File: src/sv/eas_pkg.sv
// Package for the encoder angle and speed estimator.
// Holds field widths, scale constants, operation codes and the command struct.
// No dependencies.
package eas_pkg;

  localparam int ANGLE_W     = 12;
  localparam int TIME_W      = 32;
  localparam int ANGLE_OUT_W = 18;
  localparam int SPEED_W     = 24;
  localparam int STEP_W      = 13;
  localparam int QUO_W       = 23;
  localparam int CNT_W       = 5;

  localparam logic [CNT_W-1:0]   DIV_LAST    = CNT_W'(QUO_W - 1);
  localparam logic [STEP_W-1:0]  HALF_TURN   = STEP_W'(2048);
  localparam logic [STEP_W-1:0]  FULL_TURN   = STEP_W'(4096);
  localparam logic [SPEED_W-1:0] SPEED_SCALE = SPEED_W'(3750);
  localparam logic [ANGLE_OUT_W-1:0] ANGLE_SCALE = ANGLE_OUT_W'(45);

  localparam logic OP_PRIME   = 1'b0;
  localparam logic OP_MEASURE = 1'b1;

  typedef struct packed {
    logic load;
    logic mul;
    logic step;
    logic wb;
  } cmd_t;

endpackage

File: src/sv/eas_in_if.sv
// Input channel of the encoder angle and speed estimator.
// Carries valid, ready and one sample transaction; depends on eas_pkg.
interface eas_in_if;
  logic                        valid;
  logic                        ready;
  logic                        operation;
  logic [eas_pkg::ANGLE_W-1:0] raw_angle;
  logic [eas_pkg::TIME_W-1:0]  time_ms;

  modport source (output valid, output operation, output raw_angle, output time_ms,
                  input ready);
  modport sink (input valid, input operation, input raw_angle, input time_ms,
                output ready);
endinterface

File: src/sv/eas_out_if.sv
// Result channel of the encoder angle and speed estimator.
// Carries valid, ready and one result transaction; depends on eas_pkg.
interface eas_out_if;
  logic                               valid;
  logic                               ready;
  logic [eas_pkg::ANGLE_OUT_W-1:0]    angle_deg_q9;
  logic signed [eas_pkg::SPEED_W-1:0] speed_rpm_q8;

  modport source (output valid, output angle_deg_q9, output speed_rpm_q8, input ready);
  modport sink (input valid, input angle_deg_q9, input speed_rpm_q8, output ready);
endinterface

File: src/sv/eas_ctrl.sv
// Controller of the encoder angle and speed estimator.
// Sequences accept, multiply, divide and write-back; depends on eas_pkg.
module eas_ctrl (
  input  logic          clk_i,
  input  logic          rst_ni,
  input  logic          in_valid_i,
  input  logic          in_op_i,
  output logic          in_ready_o,
  input  logic          out_ready_i,
  output logic          out_valid_o,
  output eas_pkg::cmd_t cmd_o
);

  typedef enum logic [1:0] {
    ST_IDLE,
    ST_MUL,
    ST_DIV,
    ST_WB
  } state_e;

  state_e                     state_q, state_d;
  logic [eas_pkg::CNT_W-1:0]  cnt_q, cnt_d;
  logic                       out_valid_q, out_valid_d;
  logic                       out_free;

  assign out_free    = !out_valid_q || out_ready_i;
  assign in_ready_o  = (state_q == ST_IDLE);
  assign out_valid_o = out_valid_q;

  always_comb begin
    state_d     = state_q;
    cnt_d       = cnt_q;
    out_valid_d = out_valid_q && !out_ready_i;
    cmd_o       = '0;
    case (state_q)
      ST_IDLE: begin
        if (in_valid_i) begin
          cmd_o.load = 1'b1;
          if (in_op_i == eas_pkg::OP_MEASURE) begin
            state_d = ST_MUL;
          end
        end
      end
      ST_MUL: begin
        cmd_o.mul = 1'b1;
        cnt_d     = '0;
        state_d   = ST_DIV;
      end
      ST_DIV: begin
        cmd_o.step = 1'b1;
        cnt_d      = cnt_q + 1'b1;
        if (cnt_q == eas_pkg::DIV_LAST) begin
          state_d = ST_WB;
        end
      end
      ST_WB: begin
        if (out_free) begin
          cmd_o.wb    = 1'b1;
          out_valid_d = 1'b1;
          state_d     = ST_IDLE;
        end
      end
      default: begin
        state_d = ST_IDLE;
      end
    endcase
  end

  always_ff @(posedge clk_i or negedge rst_ni) begin
    if (!rst_ni) begin
      state_q     <= ST_IDLE;
      cnt_q       <= '0;
      out_valid_q <= 1'b0;
    end else begin
      state_q     <= state_d;
      cnt_q       <= cnt_d;
      out_valid_q <= out_valid_d;
    end
  end

endmodule

File: src/sv/eas_dp.sv
// Datapath of the encoder angle and speed estimator.
// Baseline registers, step and interval, scale multiply, restoring divider and
// result registers; depends on eas_pkg.
module eas_dp (
  input  logic                               clk_i,
  input  logic                               rst_ni,
  input  eas_pkg::cmd_t                      cmd_i,
  input  logic [eas_pkg::ANGLE_W-1:0]        raw_angle_i,
  input  logic [eas_pkg::TIME_W-1:0]         time_ms_i,
  output logic [eas_pkg::ANGLE_OUT_W-1:0]    angle_deg_q9_o,
  output logic signed [eas_pkg::SPEED_W-1:0] speed_rpm_q8_o
);

  logic [eas_pkg::ANGLE_W-1:0]     last_angle_q;
  logic [eas_pkg::TIME_W-1:0]      last_time_q;
  logic                            no_baseline_q;
  logic [eas_pkg::ANGLE_W-1:0]     cur_angle_q;
  logic [eas_pkg::ANGLE_W-1:0]     mag_q;
  logic                            neg_q;
  logic                            zero_q;
  logic [eas_pkg::TIME_W-1:0]      dt_q;
  logic [eas_pkg::QUO_W-1:0]       quo_q;
  logic [eas_pkg::TIME_W-1:0]      rem_q;
  logic [eas_pkg::ANGLE_OUT_W-1:0] angle_q;
  logic [eas_pkg::SPEED_W-1:0]     speed_q;

  logic [eas_pkg::STEP_W-1:0]      diff;
  logic [eas_pkg::STEP_W-1:0]      step;
  logic [eas_pkg::STEP_W-1:0]      step_abs;
  logic [eas_pkg::SPEED_W-1:0]     prod;
  logic [eas_pkg::TIME_W:0]        shifted;
  logic [eas_pkg::TIME_W+1:0]      trial;
  logic                            ge;
  logic [eas_pkg::SPEED_W-1:0]     quo_ext;

  always_comb begin
    diff = {1'b0, raw_angle_i} - {1'b0, last_angle_q};
    step = diff;
    if (!diff[eas_pkg::STEP_W-1] && diff > eas_pkg::HALF_TURN) begin
      step = diff - eas_pkg::FULL_TURN;
    end else if (diff[eas_pkg::STEP_W-1] && (-diff) > eas_pkg::HALF_TURN) begin
      step = diff + eas_pkg::FULL_TURN;
    end
    step_abs = step[eas_pkg::STEP_W-1] ? -step : step;
  end

  assign prod    = eas_pkg::SPEED_W'(mag_q) * eas_pkg::SPEED_SCALE;
  assign shifted = {rem_q, quo_q[eas_pkg::QUO_W-1]};
  assign trial   = {1'b0, shifted} - {2'b00, dt_q};
  assign ge      = !trial[eas_pkg::TIME_W+1];
  assign quo_ext = eas_pkg::SPEED_W'(quo_q);

  always_ff @(posedge clk_i or negedge rst_ni) begin
    if (!rst_ni) begin
      last_angle_q  <= '0;
      last_time_q   <= '0;
      no_baseline_q <= 1'b1;
    end else if (cmd_i.load) begin
      last_angle_q  <= raw_angle_i;
      last_time_q   <= time_ms_i;
      no_baseline_q <= 1'b0;
    end
  end

  always_ff @(posedge clk_i) begin
    if (cmd_i.load) begin
      cur_angle_q <= raw_angle_i;
      mag_q       <= step_abs[eas_pkg::ANGLE_W-1:0];
      neg_q       <= step[eas_pkg::STEP_W-1];
      zero_q      <= no_baseline_q || (time_ms_i == last_time_q);
      dt_q        <= time_ms_i - last_time_q;
    end
    if (cmd_i.mul) begin
      quo_q <= prod[eas_pkg::QUO_W-1:0];
      rem_q <= '0;
    end else if (cmd_i.step) begin
      quo_q <= {quo_q[eas_pkg::QUO_W-2:0], ge};
      rem_q <= ge ? trial[eas_pkg::TIME_W-1:0] : shifted[eas_pkg::TIME_W-1:0];
    end
    if (cmd_i.wb) begin
      angle_q <= eas_pkg::ANGLE_OUT_W'(cur_angle_q) * eas_pkg::ANGLE_SCALE;
      if (zero_q) begin
        speed_q <= '0;
      end else if (neg_q) begin
        speed_q <= -quo_ext;
      end else begin
        speed_q <= quo_ext;
      end
    end
  end

  assign angle_deg_q9_o = angle_q;
  assign speed_rpm_q8_o = $signed(speed_q);

endmodule

File: src/sv/encoder_angle_speed_estimator.sv
// Top level of the encoder angle and speed estimator.
// Joins eas_ctrl and eas_dp; depends on eas_pkg, eas_in_if and eas_out_if.
//
//   Port    Dir  Fields                                  Transaction
//   in_i    in   operation, raw_angle, time_ms           one sample
//   out_o   out  angle_deg_q9, speed_rpm_q8              one result per measure
//
// A prime transaction only updates the baseline; a measure transaction goes through
// accept, scale multiply, 23 steps of the restoring divider and write-back.
// One sample is in work at a time.
// Reset sets the baseline to angle 0, time 0, with no baseline held.
// A result waits in the output register while the next sample is taken in;
// write-back stalls only while that register is still full.
module encoder_angle_speed_estimator (
  input  logic       clk_i,
  input  logic       rst_ni,
  eas_in_if.sink     in_i,
  eas_out_if.source  out_o
);

  eas_pkg::cmd_t cmd;

  eas_ctrl u_ctrl (
    .clk_i       (clk_i),
    .rst_ni      (rst_ni),
    .in_valid_i  (in_i.valid),
    .in_op_i     (in_i.operation),
    .in_ready_o  (in_i.ready),
    .out_ready_i (out_o.ready),
    .out_valid_o (out_o.valid),
    .cmd_o       (cmd)
  );

  eas_dp u_dp (
    .clk_i          (clk_i),
    .rst_ni         (rst_ni),
    .cmd_i          (cmd),
    .raw_angle_i    (in_i.raw_angle),
    .time_ms_i      (in_i.time_ms),
    .angle_deg_q9_o (out_o.angle_deg_q9),
    .speed_rpm_q8_o (out_o.speed_rpm_q8)
  );

endmodule

File: src/flat_wrapper.sv
// flat-port wrapper written by rule: the top's interface ports become plain ports
module encoder_angle_speed_estimator_flat 
  (clk_i, rst_ni, in_i_valid, in_i_operation, in_i_raw_angle, in_i_time_ms, in_i_ready, out_o_valid, out_o_angle_deg_q9, out_o_speed_rpm_q8, out_o_ready);
  eas_in_if in_i_i ();
  eas_out_if out_o_i ();
  input  logic clk_i;
  input  logic rst_ni;
  input wire logic [$bits(in_i_i.valid)-1:0] in_i_valid;
  input wire logic [$bits(in_i_i.operation)-1:0] in_i_operation;
  input wire logic [$bits(in_i_i.raw_angle)-1:0] in_i_raw_angle;
  input wire logic [$bits(in_i_i.time_ms)-1:0] in_i_time_ms;
  output wire logic [$bits(in_i_i.ready)-1:0] in_i_ready;
  output wire logic [$bits(out_o_i.valid)-1:0] out_o_valid;
  output wire logic [$bits(out_o_i.angle_deg_q9)-1:0] out_o_angle_deg_q9;
  output wire logic [$bits(out_o_i.speed_rpm_q8)-1:0] out_o_speed_rpm_q8;
  input wire logic [$bits(out_o_i.ready)-1:0] out_o_ready;
  assign in_i_i.valid = in_i_valid;
  assign in_i_i.operation = in_i_operation;
  assign in_i_i.raw_angle = in_i_raw_angle;
  assign in_i_i.time_ms = in_i_time_ms;
  assign in_i_ready = in_i_i.ready;
  assign out_o_valid = out_o_i.valid;
  assign out_o_angle_deg_q9 = out_o_i.angle_deg_q9;
  assign out_o_speed_rpm_q8 = out_o_i.speed_rpm_q8;
  assign out_o_i.ready = out_o_ready;
  encoder_angle_speed_estimator u_core (.clk_i(clk_i), .rst_ni(rst_ni), .in_i(in_i_i), .out_o(out_o_i));
endmodule
File: config.mk
export PLATFORM = sky130hd
export DESIGN_NAME = encoder_angle_speed_estimator_flat
export DESIGN_NICKNAME = d
export VERILOG_FILES = /design/src/sv/eas_pkg.sv /design/src/sv/eas_in_if.sv /design/src/sv/eas_out_if.sv /design/src/sv/eas_ctrl.sv /design/src/sv/eas_dp.sv /design/src/sv/encoder_angle_speed_estimator.sv /design/src/flat_wrapper.sv
export SDC_FILE = /design/constraint.sdc
export NUM_CORES = 1
export LEC_CHECK = 0
export BUFFER_PORTS_ARGS = -buffer_cell sky130_fd_sc_hd__buf_2
export CAP_MARGIN = 20
export CELL_PAD_IN_SITES_DETAIL_PLACEMENT = 1
export CELL_PAD_IN_SITES_GLOBAL_PLACEMENT = 1
export CORE_ASPECT_RATIO = 1.2
export CORE_UTILIZATION = 53
export DETAILED_ROUTE_END_ITERATION = 16
export GPL_TIMING_DRIVEN = 0
export PLACE_DENSITY = 0.95
export SLEW_MARGIN = 20
export SYNTH_ARGS = -nofsm -noshare
export SYNTH_HDL_FRONTEND = slang
export SYNTH_HIERARCHICAL = 1
export SYNTH_SLANG_ARGS = --single-unit
File: constraint.sdc
create_clock -name clk_i -period 8.5 [get_ports clk_i]
set_input_delay 0 -clock clk_i [delete_from_list [all_inputs] [get_ports clk_i]]
set_output_delay 0 -clock clk_i [all_outputs]
set_load 0.005 [all_outputs]
==> flow_summary_export.csv <==
group,metric,value,unit
synth,async_flop_share,0.2548,
setup_path,slowest_stage,"edfxtp_1",
routing,top_layer,"met4",
routing,routed_wl,63600,um
synth,yosys.area.top_type,"edfxtp_1",
routing,dr.pass1.iters,5,
routing,wl_met3,4718,um
routing,vias,15330,
worst_hold_path,hold_path.class,"input pin to register",
routing,wl_per_cell,27.90,um
timing,clock.fmax,0.1734,GHz
floorplan,row_count,69,
setup_path,cp_top_family,"adder cells",
synth,ys_types,78,
floorplan,die_h,193.2,um
timing,worstMarginPinSlew,891.6,ps
clock_network,clkTransAtPathRegs,80,ps
final_layout,drive_above_1_share,0.09105,
synth,synth_top_area_frac,0.2268,
placement,io_buffers,92,
synth,synth_edf_count,122,
clock_network,cts_made_buffers,25,
synth,syn-num-nets,1993,
setup_path,cp-end-kind,"register",
run,maxCapViolations,0,
global_routing,grt_overflow_total,0,
timing,clock_skew,29.37,ps
clock_network,cts_buffer_depth,3,
timing,min_period,5767,ps
synth,syn_area,16150,um^2
timing,setup_viol,0,
routing,wl_met2,31100,um
setup_path,criticalPathCategory,"register to register",
synth,synth.most_common_cell,"inv_1",
synth,synth_cells,1701,
global_routing,grt_pass1_wl,98610,um
run_status,status,"finished clean",
floorplan,initial_utilization,0.5423,
setup_path,crit_path_cell_trace,"inv_1 > fa_1 > inv_1 > fa_1 > fa_1 > fa_1 > inv_1 > fa_1 > inv_1 > ha_1 > nand3_1 > nand2_1 > a41oi_1 > a211oi_1 > o311ai_0 > mux2i_1 > a311o_1",
synth,synthTopCellsByCount,"244 x inv_1, 182 x ha_1, 146 x nand2_1",
clock_network,cts_tree,"yes",
placement,gp_congestion,0.8586,
setup_path,startpoint_type,"register",
setup_path,critPathMaxFanout,6,
setup_path,cp_data_arrival_time,6070,ps
final_layout,register_area,5652,um^2
global_routing,grt_pass1_vias,17020,
floorplan,dieArea,31180,um^2
global_routing,antenna_found_initial,1,
timing,slew_viol_final,0,
timing,hold_viol_final,0,
routing,met1_length,21700,um
clock_network,cts_max_level,1,
final_layout,area_delta_synth_final,14.70,%
global_routing,grt_max_degree,54,
setup_path,cp_slowest_stage_delay,550,ps
floorplan,die_x,161.4,um
final_layout,n_antenna_cell,0,
synth,ys_ff_latch,208,
timing,slew_headroom,0.4056,
final_layout,n_fill_cell,3315,
synth,ys_top_cells_by_area,"edfxtp_1 23%, ha_1 14%, dfrtp_1 8.1%",
synth,syn_avg_cell_area,9.495,um^2
clock_network,insertion_delay,570,ps
synth,ys.flop_type,"edfxtp_1",
final_layout,nNetsFinal,2162,
timing,finalSetupTns,0,ps
routing,drc,0,
floorplan,pin_count,93,
setup_path,critPathMostFrequentCell,"fa_1",
routing,postRouteAntennaNets,0,
setup_path,crit_buf_inv,4,
timing,fin_crit_sh,0.6784,
final_layout,multi_input_area,9385,um^2
timing,rsz0062_at_grt,"false",
synth,synth-warning-count,6,
routing,drt_iter0_drc,1379,
global_routing,grt_usage,0.4104,
synth,yosysSeqAreaShare,0.3499,
setup_path,required,8800,ps
clock_network,ctsRootBufferMaster,"clkbuf_16",
clock_network,clkSinkCount,208,
placement,place_hpwl,37460,um
routing,viasPerCell,6.727,
floorplan,core,29780,um^2
## layer usage
layer / GRT usage / vias up
met3: 0.08319 / 469
li1: - / 6272
met2: 0.7004 / 1082
met4: 0.3407 / 0
met5: 0 / -
met1: 0.4343 / 7507
## per-stage QoR
stage               hold WS, ps  instance area, um^2  std cells  utilization  setup slack, ps
detailed placement        100.7                17150       2185       0.5759             2758
CTS                       4.126                18530       2279       0.6220             2783
global placement          224.2                17100       2183       0.5741             3129
floorplan                -295.6                16150       1701            -             3477
global route              30.66                18530       2279       0.6220             2587
finish                    18.67                18530       2279       0.6220             2733
## kinds of logic (layout without fill, tap and decap cells)
group,count (synthesis),count (layout),share of synthesized area
XOR/XNOR,111,111,0.06019
AO/OA/AOI/OAI,366,366,0.1532
AND/OR/NAND/NOR,459,459,0.1357
multiplexers,24,24,0.01518
buffers and inverters,290,478,0.06925
adder cells (fa/ha/maj),243,243,0.2166
flip-flops,208,208,0.3499
## state kept, by name, summed over array words and instances (netlist names), 2 cells and up
name and count:
u_core/u_ctrl/cnt_q 5, u_core/u_ctrl/state_q 2, u_core/u_dp/angle_deg_q9_o 18, u_core/u_dp/cur_angle_q 12, u_core/u_dp/dt_q 32, u_core/u_dp/last_angle_q 12, u_core/u_dp/last_time_q 32, u_core/u_dp/mag_q 12
u_core/u_dp/quo_q 23, u_core/u_dp/rem_q 32, u_core/u_dp/speed_rpm_q8_o 24
## path summary, 6_finish.rpt
kind                                                 from                           to  slack [ps]  cells past startpoint
worst min-delay path                           in_i_valid   u_core/u_dp/cur_angle_q[7]          20                      2
worst max register to register       u_core/u_dp/mag_q[4]        u_core/u_dp/quo_q[22]        2730                     17
min in group asynchronous                          rst_ni  u_core/u_dp/last_time_q[23]          30                      2
worst max-delay path                 u_core/u_dp/mag_q[4]        u_core/u_dp/quo_q[22]        2730                     17
worst min register to register  u_core/u_dp/no_baseline_q    u_core/u_dp/no_baseline_q         500                      1
max in group asynchronous                          rst_ni       u_core/u_ctrl/cnt_q[1]        7920                      2
## final cells by class
class                           count  area share
Inverter                          244     0.04944
Clock inverter                     13    0.008307
Timing Repair Buffer              142     0.05349
Tap cell                          390     0.02634
Buffer                             46     0.01094
Multi-Input combinational cell   1203      0.5066
Clock buffer                       33     0.03985
Sequential cell                   208      0.3051
## placed cells by master, fill, tap and decap left out, types with 45 or more instances in the layout
cell type	n
fa_1	61
nand2_1	146
nand3_1	49
dfrtp_1	52
edfxtp_1	122
inv_1	244
a21oi_1	70
nor2_1	103
dlygate4sd3_1	48
ha_1	182
o21ai_0	109
buf_2	94
xnor2_1	66
xor2_1	45
## timing repair
item	CTS	global route
hold endpoints to repair	114	0
hold buffers	48	0
gates resized for setup	0	0
buffers inserted	0	0
Power is left out: the tool's default activity adds up to more than one toggle a clock period on the data nets, which glitch-free logic cannot reach.
